[src/design/adse_pkg.sv]
// ----------------------------------------------------------------------------
// adse_pkg
// Types, constants and mark-coding functions for the Arabic diacritic
// stripper and encoder core.
// ----------------------------------------------------------------------------
package adse_pkg;

    localparam int unsigned CpWidth   = 21;
    localparam int unsigned CodeWidth = 4;

    localparam logic [CpWidth-1:0] MarkLo         = 21'h00064B;
    localparam logic [CpWidth-1:0] MarkHi         = 21'h000652;
    localparam logic [CpWidth-1:0] MarkSuperAlef  = 21'h000670;
    localparam logic [CpWidth-1:0] MarkShadda     = 21'h000651;

    localparam logic [CodeWidth-1:0] CodeNone           = 4'd0;
    localparam logic [CodeWidth-1:0] CodeFatha          = 4'd1;
    localparam logic [CodeWidth-1:0] CodeDamma          = 4'd2;
    localparam logic [CodeWidth-1:0] CodeKasra          = 4'd3;
    localparam logic [CodeWidth-1:0] CodeSukun          = 4'd4;
    localparam logic [CodeWidth-1:0] CodeShadda         = 4'd5;
    localparam logic [CodeWidth-1:0] CodeFathatan       = 4'd6;
    localparam logic [CodeWidth-1:0] CodeDammatan       = 4'd7;
    localparam logic [CodeWidth-1:0] CodeKasratan       = 4'd8;
    localparam logic [CodeWidth-1:0] CodeShaddaFatha    = 4'd9;
    localparam logic [CodeWidth-1:0] CodeShaddaDamma    = 4'd10;
    localparam logic [CodeWidth-1:0] CodeShaddaKasra    = 4'd11;
    localparam logic [CodeWidth-1:0] CodeShaddaFathatan = 4'd12;
    localparam logic [CodeWidth-1:0] CodeShaddaDammatan = 4'd13;
    localparam logic [CodeWidth-1:0] CodeShaddaKasratan = 4'd14;

    typedef struct packed {
        logic [CpWidth-1:0] codepoint;
        logic               text_end;
    } t_in_req;

    typedef struct packed {
        logic [CpWidth-1:0]   base_codepoint;
        logic [CodeWidth-1:0] mark_code;
        logic                 final_item;
    } t_out_req;

    // Mark type for the low three bits of a codepoint offset from MarkLo.
    function automatic logic [CodeWidth-1:0] mark_type(input logic [2:0] offset);
        logic [CodeWidth-1:0] result;
        case (offset)
            3'd0:    result = CodeFathatan;
            3'd1:    result = CodeDammatan;
            3'd2:    result = CodeKasratan;
            3'd3:    result = CodeFatha;
            3'd4:    result = CodeDamma;
            3'd5:    result = CodeKasra;
            3'd6:    result = CodeShadda;
            default: result = CodeSukun;
        endcase
        return result;
    endfunction

    function automatic logic [CodeWidth-1:0] mark_code(
        input logic [CodeWidth-1:0] prim,
        input logic                 shadda
    );
        logic [CodeWidth-1:0] result;
        if (!shadda) begin
            result = prim;
        end else begin
            case (prim)
                CodeFatha:    result = CodeShaddaFatha;
                CodeDamma:    result = CodeShaddaDamma;
                CodeKasra:    result = CodeShaddaKasra;
                CodeFathatan: result = CodeShaddaFathatan;
                CodeDammatan: result = CodeShaddaDammatan;
                CodeKasratan: result = CodeShaddaKasratan;
                default:      result = CodeShadda;
            endcase
        end
        return result;
    endfunction

endpackage

[src/design/arabic_diacritic_stripper_encoder_core.sv]
// ----------------------------------------------------------------------------
// arabic_diacritic_stripper_encoder_core
// Strips Arabic diacritic marks from a codepoint stream and emits each base
// character with a 4-bit code of its marks.
// ----------------------------------------------------------------------------
//
//  channel  valid    ready    request   direction
//  input    i_valid  o_ready  i_req     codepoint, text_end in
//  output   o_valid  i_ready  o_req     base, mark code, final flag out
//
// One codepoint is accepted per cycle while o_ready is high. Results go
// into a three-entry output queue; with the queue empty, a result is
// registered there and appears in the cycle after its codepoint. o_ready
// is high while the queue holds at most one request, so an item that
// flushes two results always stalls input until the queue drains to one.
// Reset is synchronous and active low; it clears the pending base and queue.
// ----------------------------------------------------------------------------
module arabic_diacritic_stripper_encoder_core (
    input  logic              i_clk,
    input  logic              i_rst_n,
    input  logic              i_valid,
    output logic              o_ready,
    input  adse_pkg::t_in_req i_req,
    output logic              o_valid,
    input  logic              i_ready,
    output adse_pkg::t_out_req o_req
);

    logic                              r_pend_valid;
    logic [adse_pkg::CpWidth-1:0]      r_pend_base;
    logic [adse_pkg::CodeWidth-1:0]    r_prim;
    logic                              r_shadda;
    adse_pkg::t_out_req                r_q [3];
    logic [1:0]                        r_cnt;

    logic                              n_pend_valid;
    logic [adse_pkg::CpWidth-1:0]      n_pend_base;
    logic [adse_pkg::CodeWidth-1:0]    n_prim;
    logic                              n_shadda;
    adse_pkg::t_out_req                n_q [3];
    logic [1:0]                        n_cnt;

    logic                              acc;
    logic                              pop;
    logic                              is_mark;
    logic [2:0]                        cp_off;
    logic [adse_pkg::CodeWidth-1:0]    upd_prim;
    logic                              upd_shadda;
    adse_pkg::t_out_req                res0;
    adse_pkg::t_out_req                res1;
    logic [1:0]                        n_res;
    logic [1:0]                        cnt_p;

    assign o_ready = (r_cnt <= 2'd1);
    assign acc     = i_valid && o_ready;
    assign o_valid = (r_cnt != 2'd0);
    assign o_req   = r_q[0];
    assign pop     = o_valid && i_ready;

    assign is_mark = ((i_req.codepoint >= adse_pkg::MarkLo) &&
                      (i_req.codepoint <= adse_pkg::MarkHi)) ||
                     (i_req.codepoint == adse_pkg::MarkSuperAlef);
    assign cp_off  = i_req.codepoint[2:0] - adse_pkg::MarkLo[2:0];

    always_comb begin
        upd_prim   = r_prim;
        upd_shadda = r_shadda;
        if (r_pend_valid) begin
            if (i_req.codepoint == adse_pkg::MarkShadda) begin
                upd_shadda = 1'b1;
            end else if (i_req.codepoint == adse_pkg::MarkSuperAlef) begin
                upd_prim = r_prim;
            end else if (r_prim == adse_pkg::CodeNone) begin
                upd_prim = adse_pkg::mark_type(cp_off);
            end
        end
    end

    always_comb begin
        res0         = '{base_codepoint: r_pend_base,
                         mark_code: adse_pkg::mark_code(r_prim, r_shadda),
                         final_item: 1'b0};
        res1         = '{base_codepoint: i_req.codepoint,
                         mark_code: adse_pkg::CodeNone,
                         final_item: 1'b1};
        n_res        = 2'd0;
        n_pend_valid = r_pend_valid;
        n_pend_base  = r_pend_base;
        n_prim       = r_prim;
        n_shadda     = r_shadda;
        if (acc) begin
            if (is_mark) begin
                n_prim   = upd_prim;
                n_shadda = upd_shadda;
                if (i_req.text_end && r_pend_valid) begin
                    res0.mark_code  = adse_pkg::mark_code(upd_prim, upd_shadda);
                    res0.final_item = 1'b1;
                    n_res           = 2'd1;
                end
            end else begin
                n_pend_valid = 1'b1;
                n_pend_base  = i_req.codepoint;
                n_prim       = adse_pkg::CodeNone;
                n_shadda     = 1'b0;
                if (r_pend_valid) begin
                    n_res = i_req.text_end ? 2'd2 : 2'd1;
                end else if (i_req.text_end) begin
                    res0  = res1;
                    n_res = 2'd1;
                end
            end
            if (i_req.text_end) begin
                n_pend_valid = 1'b0;
                n_pend_base  = '0;
                n_prim       = adse_pkg::CodeNone;
                n_shadda     = 1'b0;
            end
        end
    end

    always_comb begin
        n_q   = r_q;
        cnt_p = r_cnt;
        if (pop) begin
            n_q[0] = r_q[1];
            n_q[1] = r_q[2];
            cnt_p  = r_cnt - 2'd1;
        end
        for (int j = 0; j < 3; j++) begin
            if ((n_res != 2'd0) && (cnt_p == 2'(j))) begin
                n_q[j] = res0;
            end
            if ((n_res == 2'd2) && ((cnt_p + 2'd1) == 2'(j))) begin
                n_q[j] = res1;
            end
        end
        n_cnt = cnt_p + n_res;
    end

    always_ff @(posedge i_clk) begin
        if (!i_rst_n) begin
            r_pend_valid <= 1'b0;
            r_pend_base  <= '0;
            r_prim       <= adse_pkg::CodeNone;
            r_shadda     <= 1'b0;
            r_cnt        <= 2'd0;
        end else begin
            r_pend_valid <= n_pend_valid;
            r_pend_base  <= n_pend_base;
            r_prim       <= n_prim;
            r_shadda     <= n_shadda;
            r_cnt        <= n_cnt;
        end
    end

    always_ff @(posedge i_clk) begin
        r_q <= n_q;
    end

    a_end_clears: assert property (@(posedge i_clk) disable iff (!i_rst_n)
        (acc && i_req.text_end) |=> !r_pend_valid)
        else $error("pending base survived the end of a text");

    a_base_loads: assert property (@(posedge i_clk) disable iff (!i_rst_n)
        (acc && !is_mark && !i_req.text_end)
            |=> (r_pend_valid && (r_pend_base == $past(i_req.codepoint))))
        else $error("base character was not loaded as pending");

    a_idle_marks: assert property (@(posedge i_clk) disable iff (!i_rst_n)
        !r_pend_valid |-> ((r_prim == adse_pkg::CodeNone) && !r_shadda))
        else $error("marks held without a pending base");

    a_flush_queued: assert property (@(posedge i_clk) disable iff (!i_rst_n)
        (acc && !is_mark && r_pend_valid) |=> (r_cnt != 2'd0))
        else $error("flushed base character missing from the queue");

endmodule

[config.mk]
export PLATFORM = sky130hd
export DESIGN_NAME = arabic_diacritic_stripper_encoder_core
export DESIGN_NICKNAME = d
export VERILOG_FILES = /design/src/design/adse_pkg.sv /design/src/design/arabic_diacritic_stripper_encoder_core.sv
export SDC_FILE = /design/constraint.sdc
export NUM_CORES = 1
export LEC_CHECK = 0
export ABC_CLOCK_PERIOD_IN_PS = 3700
export BUFFER_PORTS_ARGS = -buffer_cell sky130_fd_sc_hd__clkbuf_2
export CORE_ASPECT_RATIO = 1.75
export CORE_MARGIN = 2
export CORE_UTILIZATION = 62
export CTS_BUF_LIST = sky130_fd_sc_hd__clkbuf_2 sky130_fd_sc_hd__clkbuf_4 sky130_fd_sc_hd__clkbuf_8
export CTS_CLUSTER_DIAMETER = 40
export CTS_CLUSTER_SIZE = 16
export DETAILED_ROUTE_END_ITERATION = 6
export PLACE_DENSITY = 0.84
export SLEW_MARGIN = 20
export SYNTH_ARGS = -nofsm -noshare
export SYNTH_HDL_FRONTEND = slang
export SYNTH_SLANG_ARGS = --single-unit
[constraint.sdc]
create_clock -name i_clk -period 3.7 [get_ports i_clk]
set_input_delay 0.185 -clock i_clk [delete_from_list [all_inputs] [get_ports i_clk]]
set_output_delay 0.185 -clock i_clk [all_outputs]
set_load 0.01 [all_outputs]
==> results.py, run 1 <==
metrics = {
    "status": {
        "run_status": "finished clean",
    },
    "finish": {
        "antennaDiodeCount": 0,
        "area.growth.synth_to_final_pct": 5.31,
        "layout-drive-gt1-share": 0.187,
        "nNetsFinal": 645,
        "post-route-util": 0.664,
        "finish.instance_area_sq_um": 6200,
    },
    "worst_setup_path": {
        "worst_ep_required_time_ns": 3.83,
        "critical_path.startpoint_type": "flop",
        "cpMaxStageDelayCell": "sky130_fd_sc_hd__nand2_1",
        "worst-path-max-fanout": 21,
        "worstPathCellList": "ha_1, nand2b_1, and2_1, nand2_1, o31ai_1, and2_1, nand2_1, o22ai_1, a21oi_1",
        "critPathMaxStageDelay_ns": 0.59,
        "worstPathBufferInverterCount": 0,
        "arrival_ns": 3.52,
        "cp_top_family": "simple AND/OR/NAND/NOR gates",
        "worstSetupPathType": "flop to flop",
        "timing.critical_path.to_type": "flop",
    },
    "clock_network": {
        "max-clock-path-buffers": 2,
        "cts.reportedPaths.clkPinSlew_ns": 0.10,
        "cts_tree": "done",
        "library_cell_used_as_clock_root_buffer": "sky130_fd_sc_hd__clkbuf_8",
        "cts.hold.buffers_added": 0,
        "cts_inserted_buffers": 9,
        "post_cts.repair.setup_buffers": 0,
        "clock_sinks": 107,
        "cts_resized": 0,
        "clock_latency_ns": 0.38,
        "h-tree-depth": 3,
    },
    "synthesis": {
        "syn_inst": 597,
        "synth_area_sq_um": 5890,
        "syn_nets": 637,
        "synth_cell_types": 70,
        "synthesis.yosys.warnings": 0,
        "synth-edff-count": 63,
        "synth_largest_area_cell": "sky130_fd_sc_hd__edfxtp_1",
        "post-synth-top-area-fraction": 0.321,
        "syn_avg_cell_area_sq_um": 9.87,
        "asyncSetResetFlopFracSynth": 0,
        "synth_sequential_area_ratio": 0.471,
        "dominantRegCellSynth": "sky130_fd_sc_hd__edfxtp_1",
        "synth_seq_cells": 107,
        "synth.top_cells.by_area": "sky130_fd_sc_hd__edfxtp_1, sky130_fd_sc_hd__dfxtp_1, sky130_fd_sc_hd__o22ai_1",
    },
    "pwr": {
        "p_sw_frac": 0.342,
        "sequentialPowerShare": 0.478,
        "pwr_density_cell_nw_per_um2": 621,
        "total_switching_power_w": 0.00132,
        "power_leakage_nw": 2.36,
        "power.clock.fraction": 0.195,
        "vdd_drop_max_mv": 0.380,
        "p_int_w": 0.00254,
        "power.combinational.fraction": 0.327,
    },
    "route": {
        "route.detailed.drc": 0,
        "routed-via-count": 4869,
        "wirelength_um": 15000,
        "route.antenna.remaining_nets": 0,
        "met3RoutedLength_um": 759,
        "topRoutingLayerUsed": "met4",
        "drt_via_density": 6.65,
        "drt_pass1_iterations": 5,
        "detailed_route_wire_length_on_metal_1_um": 5640,
        "route.detailed.wl_per_inst_um": 20.5,
        "met2_wirelength_um": 7950,
        "drt_first_iter_violations": 546,
    },
    "timing": {
        "relSlewSlack": 0.445,
        "fin_setup_tns_ns": 0,
        "setup_repair_after_global_routing_missed_its_margin": "false",
        "timing.final.hold_violations": 0,
        "setup_slack_ns": 0.313,
        "clock.fmax_mhz": 295,
        "finalWorstPathRequiredPeriod_ns": 3.39,
        "slew_at_the_pin_closest_to_its_max_slew_limit_ns": 0.830,
        "timing.final.max_slew_violations": 0,
        "setup_viol": 0,
        "timing.final.crit_share": 0.915,
        "clock_skew_ns": 0.00685,
    },
    "floorplanning": {
        "starting_density": 0.630,
        "core_area_sq_um": 9350,
        "die_h_um": 133,
        "design.die.area_sq_um": 10300,
        "row_count": 47,
        "die_w_um": 77.7,
        "ios": 54,
    },
    "grt": {
        "antenna_found_initial": 0,
        "largest_net_degree_at_the_start_of_global_routing": 26,
        "global_route.overflow_total": 0,
        "first_global_vias": 4726,
        "wire_length_of_the_first_global_routing_pass_um": 23700,
        "grt_usage": 0.296,
    },
    "placement": {
        "place_congestion": 0.934,
        "hpwlAfterDp_um": 9920,
        "place.port_buffers": 53,
        "post-place-ws_ns": 0.290,
        "place_area_sq_um": 6000,
    },
    "flow_run": {
        "max-cap-violations": 0,
    },
    "hold_path": {
        "hold_path.class": "input pin to flop",
    },
}
==> worst register-to-register path: cells and delay by family (launching register included) <==
family	cells	cell delay, ns
simple gates	5	1.76
compound gates	3	0.83
flops	1	0.38
fa+ha+maj	1	0.16
==> layer usage <==
| metal | vias to the layer above | global-route usage |
|---|---|---|
| met5 | - | 0 |
| met4 | 0 | 0.176 |
| met3 | 59 | 0.0430 |
| met2 | 220 | 0.511 |
| met1 | 2368 | 0.341 |
| li1 | 2222 | - |
==> layout by cell type, fill, tap and decap left out, types with 4 or more instances in the layout <==
master	Yosys	layout
sky130_fd_sc_hd__a211oi_1	4	4
sky130_fd_sc_hd__a21oi_1	48	48
sky130_fd_sc_hd__a22o_1	21	21
sky130_fd_sc_hd__a22oi_1	23	23
sky130_fd_sc_hd__and2_1	5	5
sky130_fd_sc_hd__and3_1	4	4
sky130_fd_sc_hd__buf_4	33	15
sky130_fd_sc_hd__clkbuf_2	0	53
sky130_fd_sc_hd__clkbuf_8	0	9
sky130_fd_sc_hd__dfxtp_1	44	44
sky130_fd_sc_hd__edfxtp_1	63	63
sky130_fd_sc_hd__ha_1	14	14
sky130_fd_sc_hd__inv_1	14	14
sky130_fd_sc_hd__mux2_2	11	11
sky130_fd_sc_hd__mux2i_1	6	6
sky130_fd_sc_hd__nand2_1	21	21
sky130_fd_sc_hd__nand2b_1	6	6
sky130_fd_sc_hd__nand3_1	13	13
sky130_fd_sc_hd__nand4_1	5	5
sky130_fd_sc_hd__nor2_1	62	62
sky130_fd_sc_hd__nor2b_1	27	27
sky130_fd_sc_hd__nor3_1	9	8
sky130_fd_sc_hd__o21ai_0	23	23
sky130_fd_sc_hd__o22ai_1	42	42
==> cell type report <==
type	count	area, sq um
fill	738	3150
clock buffer	10	131
timing repair buffer	68	378
tap	122	153
clock inverter	6	71.3
inverter	14	52.6
multi-input combinational	405	2650
sequential	107	2770
==> cell usage after synthesis, types with 3 or more instances <==
| cell type | n |
|---|---|
| sky130_fd_sc_hd__edfxtp_1 | 63 |
| sky130_fd_sc_hd__nor2_1 | 62 |
| sky130_fd_sc_hd__a21oi_1 | 48 |
| sky130_fd_sc_hd__dfxtp_1 | 44 |
| sky130_fd_sc_hd__o22ai_1 | 42 |
| sky130_fd_sc_hd__buf_4 | 33 |
| sky130_fd_sc_hd__nor2b_1 | 27 |
| sky130_fd_sc_hd__clkbuf_1 | 24 |
| sky130_fd_sc_hd__a22oi_1 | 23 |
| sky130_fd_sc_hd__o21ai_0 | 23 |
| sky130_fd_sc_hd__a22o_1 | 21 |
| sky130_fd_sc_hd__nand2_1 | 21 |
| sky130_fd_sc_hd__ha_1 | 14 |
| sky130_fd_sc_hd__inv_1 | 14 |
| sky130_fd_sc_hd__nand3_1 | 13 |
| sky130_fd_sc_hd__mux2_2 | 11 |
| sky130_fd_sc_hd__buf_2 | 10 |
| sky130_fd_sc_hd__nor3_1 | 9 |
| sky130_fd_sc_hd__mux2i_1 | 6 |
| sky130_fd_sc_hd__nand2b_1 | 6 |
| sky130_fd_sc_hd__and2_1 | 5 |
| sky130_fd_sc_hd__nand4_1 | 5 |
| sky130_fd_sc_hd__a211oi_1 | 4 |
| sky130_fd_sc_hd__and3_1 | 4 |
| sky130_fd_sc_hd__a31oi_1 | 3 |
| sky130_fd_sc_hd__buf_6 | 3 |
| sky130_fd_sc_hd__nor4_1 | 3 |
| sky130_fd_sc_hd__o21ai_1 | 3 |
| sky130_fd_sc_hd__or4_1 | 3 |
| sky130_fd_sc_hd__xnor2_1 | 3 |
==> state kept, by name (all words and copies together), names as in the netlist <==
name and cells:
r_prim 4, r_pend_valid 1, o_req 26, r_shadda 1, r_pend_base 21, r_cnt 2, r_q 52
==> per-stage QoR <==
step / total power, W / hold WS [ns] / instances
floorplan: 0.00287 / 0.313 / 597
global placement: 0.00305 / 0.449 / 716
detailed placement: 0.00311 / 0.457 / 716
CTS: 0.00385 / 0.171 / 732
global route: 0.00406 / 0.194 / 732
finish: 0.00386 / 0.180 / 732
==> kinds of logic (layout without fill, tap and decap cells) <==
logic type               count (synthesis)  count (layout)  synth area share
AO/OA/AOI/OAI                          195             195             0.226
AND/OR/NAND/NOR                        175             175             0.155
flip-flops                             107             107             0.471
buffers and inverters                   85              98            0.0811
adder cells (fa/ha/maj)                 14              14            0.0297
multiplexers                            17              17            0.0312
XOR/XNOR                                 4               4           0.00595
==> path summary, 6_finish.rpt <==
path	startpoint	to	slack [ns]	cells past startpoint
setup / recovery	r_cnt[0]	o_req[16]	0.31	9
hold / removal	i_req[16]	r_pend_base[15]	0.18	3
setup reg to reg	r_cnt[0]	o_req[16]	0.31	9
hold reg to reg	r_q[4]	r_q[4]	0.47	2
==> power by group through the flow <==
stage | sequential (W) | combinational [W] | clock [W]
after floorplan | 0.00182 | 0.00105 | 0
after global placement | 0.00185 | 0.00119 | 0
after detailed placement | 0.00187 | 0.00124 | 0
after CTS | 0.00184 | 0.00125 | 0.000756
after global routing | 0.00188 | 0.00137 | 0.000807
final | 0.00184 | 0.00126 | 0.000753
No activity file was read; power rests on OpenSTA's default activity.
==> inputs of run 2 (changes only) <==
==> constraint.sdc (replaced) <==
create_clock -name i_clk -period 3.7 [get_ports i_clk]
set_input_delay 0.555 -clock i_clk [delete_from_list [all_inputs] [get_ports i_clk]]
set_output_delay 0.555 -clock i_clk [all_outputs]
set_load 0.01 [all_outputs]
==> run 2 against run 1 <==
  * Power fell by 1.8%
  * Die area unchanged
  * Worst setup slack better by 0.24 ns
  * Combinational power is essentially flat
  * Sequential power about the same
  * Core utilization up 0.58 points
  * Sequential cell count stayed put
  * First-iteration DRC count rose by 9.9%
  * Critical path type is now input pin to flop
==> results.py, run 2 (synthesis results as in run 1) <==
metrics = {
    "clock_network": {
        "cts_resized": 0,
        "post_cts.repair.setup_buffers": 0,
        "h-tree-depth": 3,
        "cts_inserted_buffers": 9,
        "library_cell_used_as_clock_root_buffer": "sky130_fd_sc_hd__clkbuf_8",
        "cts.hold.buffers_added": 0,
        "clock_sinks": 107,
        "clock_latency_ns": 0.38,
        "cts.reportedPaths.clkPinSlew_ns": 0.10,
        "cts_tree": "done",
        "max-clock-path-buffers": 2,
    },
    "finish": {
        "largest_register_ffs": 52,
        "area.growth.synth_to_final_pct": 6.22,
        "antennaDiodeCount": 0,
        "finish.instance_area_sq_um": 6260,
        "layout.cells.most_common": "sky130_fd_sc_hd__edfxtp_1",
        "nNetsFinal": 653,
        "layout-drive-gt1-share": 0.196,
        "regMostFlops": "r_q",
        "layout_common_cells": "sky130_fd_sc_hd__edfxtp_1, sky130_fd_sc_hd__nor2_1, sky130_fd_sc_hd__clkbuf_2",
    },
    "placement": {
        "place_congestion": 0.932,
        "hpwlAfterDp_um": 9980,
        "place.port_buffers": 53,
        "place_area_sq_um": 6070,
    },
    "floorplanning": {
        "design.die.area_sq_um": 10300,
        "die_w_um": 77.7,
        "row_count": 47,
        "die_h_um": 133,
        "core_area_sq_um": 9350,
        "ios": 54,
        "starting_density": 0.630,
    },
    "timing": {
        "finalWorstPathRequiredPeriod_ns": 3.15,
        "relSlewSlack": 0.585,
        "setup_viol": 0,
        "timing.final.crit_share": 0.851,
        "fin_setup_tns_ns": 0,
        "timing.final.max_slew_violations": 0,
        "timing.final.hold_violations": 0,
        "clock.fmax_mhz": 317,
        "slew_at_the_pin_closest_to_its_max_slew_limit_ns": 0.618,
        "clock_skew_ns": 0.00921,
        "setup_repair_after_global_routing_missed_its_margin": "false",
    },
    "route": {
        "route.detailed.drc": 0,
        "drt_via_density": 6.58,
        "route.detailed.wl_per_inst_um": 19.5,
        "wirelength_um": 14500,
        "drt_pass1_iterations": 5,
        "drt_first_iter_violations": 600,
        "route.antenna.remaining_nets": 0,
        "routed-via-count": 4866,
    },
    "pwr": {
        "vdd_drop_max_mv": 0.366,
        "fin_total_pwr_w": 0.00379,
        "pwr_density_cell_nw_per_um2": 605,
        "power_leakage_nw": 2.38,
    },
    "flow_run": {
        "max-cap-violations": 0,
    },
    "worst_setup_path": {
        "worst-path-max-fanout": 21,
        "timing.reg2reg.setup_slack_ns": 0.78,
        "r2r_end": "r_q[32]",
        "startpoint": "i_req[18]",
        "worstSetupPathType": "input pin to flop",
        "r2r_start": "r_cnt[1]",
        "arrival_ns": 3.28,
        "timing.critical_path.to_type": "flop",
        "worst_ep_required_time_ns": 3.83,
        "crit_path_end": "r_q[10]",
        "worst_r2r_path_depth": 11,
        "critical_path.startpoint_type": "input pin",
    },
    "grt": {
        "global_route.overflow_total": 0,
        "globalRouteMet1Util": 0.324,
        "largest_net_degree_at_the_start_of_global_routing": 26,
        "first_global_vias": 4754,
        "antenna_found_initial": 0,
        "busiest_layer_in_global_routing": "met2",
        "grt_usage": 0.284,
        "grtUsageMet2": 0.506,
        "grt_use_met3": 0.0375,
        "wire_length_of_the_first_global_routing_pass_um": 23300,
    },
    "hold_path": {
        "hold_path_startpoint": "r_q[4]",
        "hold_path.class": "flop to flop",
    },
    "status": {
        "run_status": "finished clean",
    },
}
-- run 2: changes by cell type in the layout (fill, tap and decap cells not counted), sizes merged --
cell      delta
clkbuf       +1
buf          +8
bufinv       -1
clkinv       +1
clkinvlp     +1
inv          -2
-- run 2: area by class of cell --
type	instances	area, sq um
Clock buffer	11	145
Clock inverter	5	38.8
Inverter	14	52.6
Fill cell	718	3090
Multi-Input combinational cell	405	2650
Tap cell	122	153
Timing Repair Buffer	76	450
Sequential cell	107	2770
-- run 2: worst max-delay path: stages --
cell,delay [ns]
sky130_fd_sc_hd__clkbuf_2,0.13
sky130_fd_sc_hd__nor4_2,0.57
sky130_fd_sc_hd__o2111ai_1,0.27
sky130_fd_sc_hd__a2111oi_2,0.40
sky130_fd_sc_hd__or2_1,0.40
sky130_fd_sc_hd__or4_1,0.33
sky130_fd_sc_hd__o21ai_1,0.11
sky130_fd_sc_hd__buf_4,0.23
sky130_fd_sc_hd__a22o_1,0.26
-- run 2: stage by stage --
stage | instances | worst slack (ns) | hold slack, ns | utilization
6_report | 740 | 0.550 | 0.483 | 0.669
5_1_grt | 740 | 0.412 | 0.496 | 0.669
4_1_cts | 740 | 0.621 | 0.485 | 0.669
3_5_place_dp | 724 | 0.259 | 0.469 | 0.650
3_3_place_gp | 724 | 0.394 | 0.451 | 0.650
2_1_floorplan | 597 | 0.269 | 0.439 | -
-- run 2: routing by layer --
layer,wire length (um),share of wire
met5,0,0
met2,7850,0.54
met3,618,0.043
met4,564,0.039
met1,5420,0.38
-- run 2: report_power, final --
| group | switching [W] | internal, W |
|---|---|---|
| clock network | 0.000402 | 0.000275 |
| registers | 0.000122 | 0.00171 |
| logic | 0.000766 | 0.000511 |
-- run 2: worst min-delay path by stage --
stage	to	slack, ns	depth (start not counted)
after floorplan	r_q[4]	0.44	2
after global placement	r_q[4]	0.45	2
after detailed placement	r_q[4]	0.47	2
after CTS	r_q[4]	0.48	2
after global routing	r_q[4]	0.50	2
final	r_q[4]	0.48	2
